### config.mk
export PLATFORM = sky130hd
export DESIGN_NAME = i2c_write_only_master_sequencer_unit
export DESIGN_NICKNAME = d
export VERILOG_FILES = /design/src/i2cwom_pkg.sv /design/src/i2cwom_front.sv /design/src/i2cwom_fifo.sv /design/src/i2cwom_back.sv /design/src/i2c_write_only_master_sequencer_unit.sv
export SDC_FILE = /design/constraint.sdc
export NUM_CORES = 1
export LEC_CHECK = 0
export ABC_AREA = 1
export BUFFER_PORTS_ARGS = -buffer_cell sky130_fd_sc_hd__buf_2
export CAP_MARGIN = 20
export CORE_ASPECT_RATIO = 0.8
export CORE_MARGIN = 8
export CORE_UTILIZATION = 40
export CTS_CLUSTER_DIAMETER = 120
export DETAILED_ROUTE_END_ITERATION = 7
export GPL_TIMING_DRIVEN = 0
export PLACE_DENSITY = 0.56
export SLEW_MARGIN = 20
export SYNTH_ARGS = -nofsm -noshare
export SYNTH_HDL_FRONTEND = slang
export SYNTH_HIERARCHICAL = 1
export SYNTH_SLANG_ARGS = --single-unit
export TNS_END_PERCENT = 30
### constraint.sdc
create_clock -name aclk -period 3 [get_ports aclk]
set_input_delay 0.45 -clock aclk [delete_from_list [all_inputs] [get_ports aclk]]
set_output_delay 0.45 -clock aclk [all_outputs]
set_load 0.005 [all_outputs]
### src/i2cwom_pkg.sv
// Shared types and constants for the write-only two-wire master sequencer.
// No dependencies; the front, queue, back and top level import this package.
package i2cwom_pkg;

    // Request codes as they arrive on the input channel
    typedef enum logic [1:0] {
        REQ_START = 2'd0,
        REQ_WRITE = 2'd1,
        REQ_STOP  = 2'd2,
        REQ_NONE  = 2'd3
    } req_t;

    // Sequencer phases in the back part
    typedef enum logic [1:0] {
        PH_IDLE  = 2'd0,
        PH_START = 2'd1,
        PH_BYTE  = 2'd2,
        PH_STOP  = 2'd3
    } phase_t;

    // One classified job between front and back
    typedef struct packed {
        req_t       kind;
        logic [7:0] byte_val;
        logic       last;
    } job_t;

    // Queue geometry
    localparam int QDEPTH  = 2;
    localparam int QPTR_W  = $clog2(QDEPTH);
    localparam int QCNT_W  = $clog2(QDEPTH + 1);

    // Byte phase: eight data bits then the acknowledge slot
    localparam logic [3:0] ACK_SLOT  = 4'd8;
    localparam logic [1:0] SUB_LAST  = 2'd2;
    localparam logic [1:0] STOP_LAST = 2'd3;

    // Queue status seen by the back part
    typedef struct packed {
        logic empty;
        logic full;
    } q_status_t;

endpackage

### src/i2cwom_front.sv
// Front part: holds the address register, classifies requests into jobs.
// Depends on i2cwom_pkg.
module i2cwom_front (
    input  logic               aclk,
    input  logic               aresetn,
    input  logic               cfg_we,
    input  logic [7:0]         cfg_wdata,
    input  logic               s_tvalid,
    output logic               s_tready,
    input  logic [7:0]         s_tdata,
    input  logic               s_tlast,
    input  logic [1:0]         s_tuser,
    input  logic               q_full,
    output logic               q_push,
    output i2cwom_pkg::job_t   q_job
);
    import i2cwom_pkg::*;

    logic [7:0] addr_reg;
    req_t       kind;

    // Hold the configured address byte
    always_ff @(posedge aclk) begin
        if (!aresetn) begin
            addr_reg <= 8'h00;
        end else if (cfg_we) begin
            addr_reg <= cfg_wdata;
        end
    end

    // Classify: a start sends the address, unknown codes are dropped
    always_comb begin
        kind           = req_t'(s_tuser);
        s_tready       = !q_full;
        q_push         = s_tvalid && !q_full && (kind != REQ_NONE);
        q_job.kind     = kind;
        q_job.byte_val = (kind == REQ_START) ? addr_reg : s_tdata;
        q_job.last     = (kind == REQ_WRITE) ? s_tlast : 1'b0;
    end

endmodule

### src/i2cwom_fifo.sv
// Short job queue between the front and back parts.
// Depends on i2cwom_pkg for the job type and depth constants.
module i2cwom_fifo (
    input  logic                  aclk,
    input  logic                  aresetn,
    input  logic                  push,
    input  i2cwom_pkg::job_t      push_job,
    input  logic                  pop,
    output i2cwom_pkg::job_t      head_job,
    output i2cwom_pkg::q_status_t status
);
    import i2cwom_pkg::*;

    job_t              mem_reg [QDEPTH];
    logic [QPTR_W-1:0] wr_ptr_reg, wr_ptr_next;
    logic [QPTR_W-1:0] rd_ptr_reg, rd_ptr_next;
    logic [QCNT_W-1:0] cnt_reg, cnt_next;
    logic              do_push, do_pop;

    // Advance pointers and fill count
    always_comb begin
        do_push     = push && (cnt_reg != QCNT_W'(QDEPTH));
        do_pop      = pop && (cnt_reg != '0);
        wr_ptr_next = wr_ptr_reg;
        rd_ptr_next = rd_ptr_reg;
        cnt_next    = cnt_reg;
        if (do_push) begin
            wr_ptr_next = (wr_ptr_reg == QPTR_W'(QDEPTH - 1)) ? '0 : wr_ptr_reg + 1'b1;
        end
        if (do_pop) begin
            rd_ptr_next = (rd_ptr_reg == QPTR_W'(QDEPTH - 1)) ? '0 : rd_ptr_reg + 1'b1;
        end
        if (do_push && !do_pop) begin
            cnt_next = cnt_reg + 1'b1;
        end else if (do_pop && !do_push) begin
            cnt_next = cnt_reg - 1'b1;
        end
    end

    always_ff @(posedge aclk) begin
        if (!aresetn) begin
            wr_ptr_reg <= '0;
            rd_ptr_reg <= '0;
            cnt_reg    <= '0;
        end else begin
            wr_ptr_reg <= wr_ptr_next;
            rd_ptr_reg <= rd_ptr_next;
            cnt_reg    <= cnt_next;
        end
    end

    // Store entries; payload needs no reset
    always_ff @(posedge aclk) begin
        if (do_push) begin
            mem_reg[wr_ptr_reg] <= push_job;
        end
    end

    assign head_job     = mem_reg[rd_ptr_reg];
    assign status.empty = (cnt_reg == '0);
    assign status.full  = (cnt_reg == QCNT_W'(QDEPTH));

endmodule

### src/i2cwom_back.sv
// Back part: steps through line states for one job at a time into an output register.
// Depends on i2cwom_pkg.
module i2cwom_back (
    input  logic                  aclk,
    input  logic                  aresetn,
    input  i2cwom_pkg::job_t      head_job,
    input  i2cwom_pkg::q_status_t q_status,
    output logic                  q_pop,
    output logic                  m_tvalid,
    input  logic                  m_tready,
    output logic [7:0]            m_tdata,
    output logic                  m_tlast,
    output logic                  m_tuser
);
    import i2cwom_pkg::*;

    phase_t     phase_reg, phase_next;
    logic [1:0] sub_reg, sub_next;
    logic [3:0] bit_reg, bit_next;
    logic [7:0] shift_reg, shift_next;
    logic       blk_reg, blk_next;
    logic       scl_reg, scl_next;
    logic       drv_reg, drv_next;

    logic       ov_reg, ov_next;
    logic [2:0] lines_reg, lines_next;
    logic       slast_reg, slast_next;
    logic       bdone_reg, bdone_next;

    logic       advance, emit, job_end;
    logic       e_scl, e_sda, e_drv;

    // Current step's line levels
    always_comb begin
        e_scl   = scl_reg;
        e_sda   = 1'b1;
        e_drv   = drv_reg;
        job_end = 1'b0;
        case (phase_reg)
            PH_START: begin
                e_drv = 1'b1;
                e_scl = (sub_reg != SUB_LAST);
                e_sda = (sub_reg == 2'd0);
            end
            PH_BYTE: begin
                e_scl   = (sub_reg == 2'd1);
                e_sda   = (bit_reg == ACK_SLOT) ? 1'b0 : shift_reg[7];
                job_end = (bit_reg == ACK_SLOT) && (sub_reg == SUB_LAST);
            end
            PH_STOP: begin
                e_scl   = (sub_reg == 2'd0) ? scl_reg : 1'b1;
                e_sda   = (sub_reg >= 2'd2);
                e_drv   = (sub_reg == STOP_LAST) ? 1'b0 : drv_reg;
                job_end = (sub_reg == STOP_LAST);
            end
            default: begin
                e_scl = scl_reg;
            end
        endcase
    end

    // Sequence steps, load the next job without a gap
    always_comb begin
        advance    = !ov_reg || m_tready;
        emit       = advance && (phase_reg != PH_IDLE);
        q_pop      = advance && ((phase_reg == PH_IDLE) || job_end) && !q_status.empty;
        phase_next = phase_reg;
        sub_next   = sub_reg;
        bit_next   = bit_reg;
        shift_next = shift_reg;
        blk_next   = blk_reg;
        scl_next   = scl_reg;
        drv_next   = drv_reg;
        ov_next    = ov_reg && !m_tready;
        lines_next = lines_reg;
        slast_next = slast_reg;
        bdone_next = bdone_reg;

        if (emit) begin
            ov_next    = 1'b1;
            lines_next = {e_drv, e_sda, e_scl};
            slast_next = job_end;
            bdone_next = job_end && blk_reg && (phase_reg == PH_BYTE);
            scl_next   = e_scl;
            drv_next   = e_drv;
            case (phase_reg)
                PH_START: begin
                    if (sub_reg == SUB_LAST) begin
                        phase_next = PH_BYTE;
                        sub_next   = 2'd0;
                        bit_next   = 4'd0;
                    end else begin
                        sub_next = sub_reg + 1'b1;
                    end
                end
                PH_BYTE: begin
                    if (sub_reg == SUB_LAST) begin
                        sub_next   = 2'd0;
                        bit_next   = bit_reg + 1'b1;
                        shift_next = {shift_reg[6:0], 1'b0};
                    end else begin
                        sub_next = sub_reg + 1'b1;
                    end
                end
                PH_STOP: begin
                    sub_next = sub_reg + 1'b1;
                end
                default: begin
                    sub_next = sub_reg;
                end
            endcase
            if (job_end) begin
                phase_next = PH_IDLE;
            end
        end

        if (q_pop) begin
            sub_next   = 2'd0;
            bit_next   = 4'd0;
            shift_next = head_job.byte_val;
            blk_next   = head_job.last;
            case (head_job.kind)
                REQ_START: phase_next = PH_START;
                REQ_WRITE: phase_next = PH_BYTE;
                REQ_STOP:  phase_next = PH_STOP;
                default:   phase_next = PH_IDLE;
            endcase
        end
    end

    // Control and line state
    always_ff @(posedge aclk) begin
        if (!aresetn) begin
            phase_reg <= PH_IDLE;
            sub_reg   <= 2'd0;
            bit_reg   <= 4'd0;
            scl_reg   <= 1'b1;
            drv_reg   <= 1'b0;
            ov_reg    <= 1'b0;
        end else begin
            phase_reg <= phase_next;
            sub_reg   <= sub_next;
            bit_reg   <= bit_next;
            scl_reg   <= scl_next;
            drv_reg   <= drv_next;
            ov_reg    <= ov_next;
        end
    end

    // Payload registers
    always_ff @(posedge aclk) begin
        shift_reg <= shift_next;
        blk_reg   <= blk_next;
        lines_reg <= lines_next;
        slast_reg <= slast_next;
        bdone_reg <= bdone_next;
    end

    assign m_tvalid = ov_reg;
    assign m_tdata  = {5'b0, lines_reg};
    assign m_tlast  = slast_reg;
    assign m_tuser  = bdone_reg;

endmodule

### src/i2c_write_only_master_sequencer_unit.sv
// Top level of the write-only two-wire master sequencer: front, queue, back.
// Depends on i2cwom_pkg, i2cwom_front, i2cwom_fifo and i2cwom_back.
//
// Channel | Dir | Ports                         | Contents
// s_      | in  | s_tvalid/tready/tdata/tlast/tuser | request: tuser req_type, tdata byte, tlast
// m_      | out | m_tvalid/tready/tdata/tlast/tuser | one line step per item
// cfg_    | in  | cfg_we, cfg_wdata             | slave address byte
//
// One line step leaves per cycle unless m_tready stalls; a start sends start steps and the
// address byte, a write one byte and its ack slot, a stop its steps; jobs run back to back.
// A two-entry job queue lets requests be accepted while earlier ones are sent.
// From idle, a request crosses the job queue and phase register before its first output step.
// Reset (aresetn low, synchronous) releases the lines and clears the address byte.
// A stalled m_tready holds the output step and stops the sequencer.
module i2c_write_only_master_sequencer_unit (
    input  logic       aclk,
    input  logic       aresetn,
    input  logic       cfg_we,
    input  logic [7:0] cfg_wdata,
    input  logic       s_tvalid,
    output logic       s_tready,
    input  logic [7:0] s_tdata,   // [7:0] data_byte
    input  logic       s_tlast,
    input  logic [1:0] s_tuser,   // [1:0] req_type
    output logic       m_tvalid,
    input  logic       m_tready,
    output logic [7:0] m_tdata,   // [0] scl_level, [1] sda_level, [2] lines_driven, [7:3] zero
    output logic       m_tlast,
    output logic       m_tuser    // [0] block_done
);
    import i2cwom_pkg::*;

    logic      q_push, q_pop;
    job_t      q_in, q_head;
    q_status_t q_status;

    i2cwom_front u_front (
        .aclk      (aclk),
        .aresetn   (aresetn),
        .cfg_we    (cfg_we),
        .cfg_wdata (cfg_wdata),
        .s_tvalid  (s_tvalid),
        .s_tready  (s_tready),
        .s_tdata   (s_tdata),
        .s_tlast   (s_tlast),
        .s_tuser   (s_tuser),
        .q_full    (q_status.full),
        .q_push    (q_push),
        .q_job     (q_in)
    );

    i2cwom_fifo u_fifo (
        .aclk     (aclk),
        .aresetn  (aresetn),
        .push     (q_push),
        .push_job (q_in),
        .pop      (q_pop),
        .head_job (q_head),
        .status   (q_status)
    );

    i2cwom_back u_back (
        .aclk     (aclk),
        .aresetn  (aresetn),
        .head_job (q_head),
        .q_status (q_status),
        .q_pop    (q_pop),
        .m_tvalid (m_tvalid),
        .m_tready (m_tready),
        .m_tdata  (m_tdata),
        .m_tlast  (m_tlast),
        .m_tuser  (m_tuser)
    );

endmodule

==> qor.yml <==
status:
  status: "completed"
final_layout:
  drive_gt1_frac: 0.2390
  utilization: 0.4854
  area_growth_syn_to_layout_pct: 16.03
  layout.nets: 392
  final_cells: 451
  final_design_area_no_fill_um2: 3378
  largest_reg_flops: 22
  antenna_cells: 0
critical_path:
  cp_max_fo: 9
  cp.arrival_ns: 2.76
  crit_chain: "ha_1 -> inv_1 -> nor2_4 -> nand2_4 -> nand3_4 -> nand2_4 -> clkinv_2 -> inv_1 -> nor2_2 -> inv_1 -> ha_1 -> inv_1 -> nand3_1 -> nand2_1 -> inv_1 -> nor2_1"
  critical-path-top-delay-family: "simple AND/OR/NAND/NOR gates"
  critPathLaunchType: "flop"
  r2r_cells: 16
  ff2ff_setup_slack_ns: 0.51
  required_ns: 3.27
  reg2reg_from: "u_back/phase_reg[1]$_SDFFE_PN0P_"
  cpMostUsedCell: "inv_1"
  worst-path-buf-inv: 6
  reg2reg_to: "u_fifo/cnt_reg[1]$_SDFFE_PN0P_"
  max_stage_delay_ns: 0.47
  critical_path_class: "reg -> reg"
  worstSetupEndpointType: "flop"
  slowest_stage: "dfxtp_1"
grt:
  grt_overflow: 0
  grt_use_total: 0.1071
  antenna_found_initial: 0
  grt_pass1_wl_um: 9025
  grt_max_degree: 15
  grt_pass1_vias: 1988
timing:
  tns_ns: 0
  timing.fmax_ghz: 0.4012
  setup-violations-final: 0
  maxSlewViolCount: 0
  maxSlewHeadroom: 0.3648
  setup_ws_ns: 0.5075
  finClkSkew_ns: 0.005272
  tightest_slew_ns: 0.9493
  grt_setup_unrepaired: "no"
  hold_violations: 0
  post-route-min-period_ns: 2.492
  post-route-period-util: 0.8308
clocking:
  ctsHoldBuffers: 0
  postCtsResizedCells: 0
  path_clk_slew_ns: 0.06
  clock_path_buffers: 2
  post_cts_buffers: 0
  cts_tree: "done"
  root_buffer: "clkbuf_8"
  cts_max_level: 3
  numCtsBuffers: 9
  worstSkewPairLatency_ns: 0.33
  clock_sinks: 60
floorplanning:
  rows: 27
  dieArea_um2: 10280
  ios: 36
  initial_utilization: 0.4184
  die_h_um: 92.31
  die_w_um: 111.4
  core_area_um2: 6959
synth:
  netlist_area_um2: 2912
  netlist_instances: 315
  synth-seq-cells: 60
  synth_ff_type: "edfxtp_1"
  avgSynthCellArea_um2: 9.243
  synth_top_area_share: 0.3713
  async_reset_ff_frac: 0
  ys_types: 32
  yosys-top-cells-area: "edfxtp_1 (37%), dfxtp_1 (17%), nand2_1 (11%), inv_1 (5.2%), nor2_1 (4.8%)"
  ys_seq_area_frac: 0.5363
  yosysWarnings: 6
  synth_common_cells: "nand2_1 (86), inv_1 (40), nor2_1 (37), edfxtp_1 (36), dfxtp_1 (24)"
  synth-edff-count: 36
  yosysMostFrequentCell: "nand2_1"
  synth_top_area_cell: "edfxtp_1"
placement:
  place_ws_ns: 0.4854
  dp.cells: 435
  placed_cell_area_um2: 3181
  portBuffers: 29
  dpl.hpwl_um: 3697
  globalplace.congestion: 0.7862
run:
  maxCapViolCount: 0
detailed_routing:
  first_pass_iters: 4
  first_iter_violations: 81
  finalWirelength_um: 5094
  routedWlPerCell_um: 11.29
  viasPerCell: 4.523
  vias: 2040
  antenna_left: 0
  drcViolationCount: 0
hold_path:
  hold_depth: 4
  whs_endpoint: "u_front/addr_reg[1]$_SDFFE_PN0P_"
  min_path_type: "in -> reg"
  hp-start: "cfg_we"
power_and_ir_drop:
  leakagePower_nw: 1.527
  p_per_area_nw_per_um2: 861.0
  ir_drop_mv: 0.3208
worst max-delay path by stage:
| stage | cells past startpoint | from | to | slack [ns] |
|---|---|---|---|---|
| 3_5_place_dp | 16 | u_back/phase_reg[1]$_SDFFE_PN0P_ | u_fifo/cnt_reg[1]$_SDFFE_PN0P_ | 0.49 |
| 6_report | 16 | u_back/phase_reg[1]$_SDFFE_PN0P_ | u_fifo/cnt_reg[1]$_SDFFE_PN0P_ | 0.51 |
| 4_1_cts | 16 | u_back/phase_reg[1]$_SDFFE_PN0P_ | u_fifo/cnt_reg[1]$_SDFFE_PN0P_ | 0.47 |
| 2_1_floorplan | 16 | u_back/phase_reg[1]$_SDFFE_PN0P_ | u_fifo/cnt_reg[1]$_SDFFE_PN0P_ | 0.86 |
| 5_1_grt | 16 | u_back/phase_reg[1]$_SDFFE_PN0P_ | u_fifo/cnt_reg[1]$_SDFFE_PN0P_ | 0.21 |
| 3_3_place_gp | 16 | u_back/phase_reg[1]$_SDFFE_PN0P_ | u_fifo/cnt_reg[1]$_SDFFE_PN0P_ | 0.53 |
power breakdown:
part / internal, mW / total [mW] / leakage, nW / switching (mW)
clock: 0.429 / 0.721 / 0.101 / 0.293
combinational: 0.364 / 0.946 / 0.893 / 0.582
sequential: 1.15 / 1.24 / 0.534 / 0.0869
total: 1.95 / 2.91 / 1.53 / 0.962
layout make-up:
class | count | area, um^2
tap | 87 | 108.9
inverter | 44 | 166.4
multi-input combinational | 202 | 1082
sequential | 60 | 1562
buffer | 13 | 116.4
clock buffer | 14 | 162.7
timing repair buffer | 29 | 145.1
clock inverter | 2 | 35.03
fill | 674 | 3581
metrics by stage:
stage | power (mW) | hold WS, ns
detailed placement | 2.220 | 0.4676
global route | 3.140 | 0.3922
CTS | 2.957 | 0.3727
finish | 2.909 | 0.3899
global placement | 2.200 | 0.4607
floorplan | 1.977 | 0.4493
cell families (layout without fill, tap and decap cells):
kind of cell / Yosys count / after routing / share of synthesized area
AND/OR/NAND/NOR: 150 / 150 / 0.2269
flip-flops: 60 / 60 / 0.5363
buffers and inverters: 57 / 102 / 0.09711
AO/OA/AOI/OAI: 25 / 25 / 0.05114
multiplexers: 11 / 11 / 0.04254
adder cells (fa/ha/maj): 9 / 9 / 0.03868
XOR/XNOR: 2 / 2 / 0.006017
other: 1 / 5 / 0.001288
layer usage:
metal	share of wire	wire [um]	vias to the layer above	GRT usage
met4	0.014	73	0	0.04651
li1	-	-	1082	-
met1	0.48	2431	900	0.1207
met5	0	0	-	0
met2	0.44	2230	48	0.1714
met3	0.070	358	10	0.05029
worst reg2reg max path: cells and delay by family, from the launching register on:
| family | cells | cell delay [ns] |
|---|---|---|
| flops | 1 | 0.47 |
| simple gates | 8 | 0.77 |
| fa+ha+maj | 2 | 0.67 |
| buf+inv | 6 | 0.53 |
placed cells by master (no fill, tap or decap), types with 2 or more instances in the layout:
cell type	synthesis	routed
a21oi_1	12	12
buf_2	0	29
buf_4	9	9
buf_6	3	3
clkbuf_1	0	3
clkbuf_8	0	11
clkinv_2	1	2
conb_1	1	5
dfxtp_1	24	24
edfxtp_1	36	36
ha_1	9	9
inv_1	40	40
inv_2	3	3
mux2_2	11	11
nand2_1	86	86
nand2_2	4	4
nand2_4	2	2
nand3_1	9	9
nand4_1	2	2
nor2_1	37	37
nor2_2	5	5
o211ai_1	3	3
o21ai_0	6	6
Power figures use the tool's default switching activity.
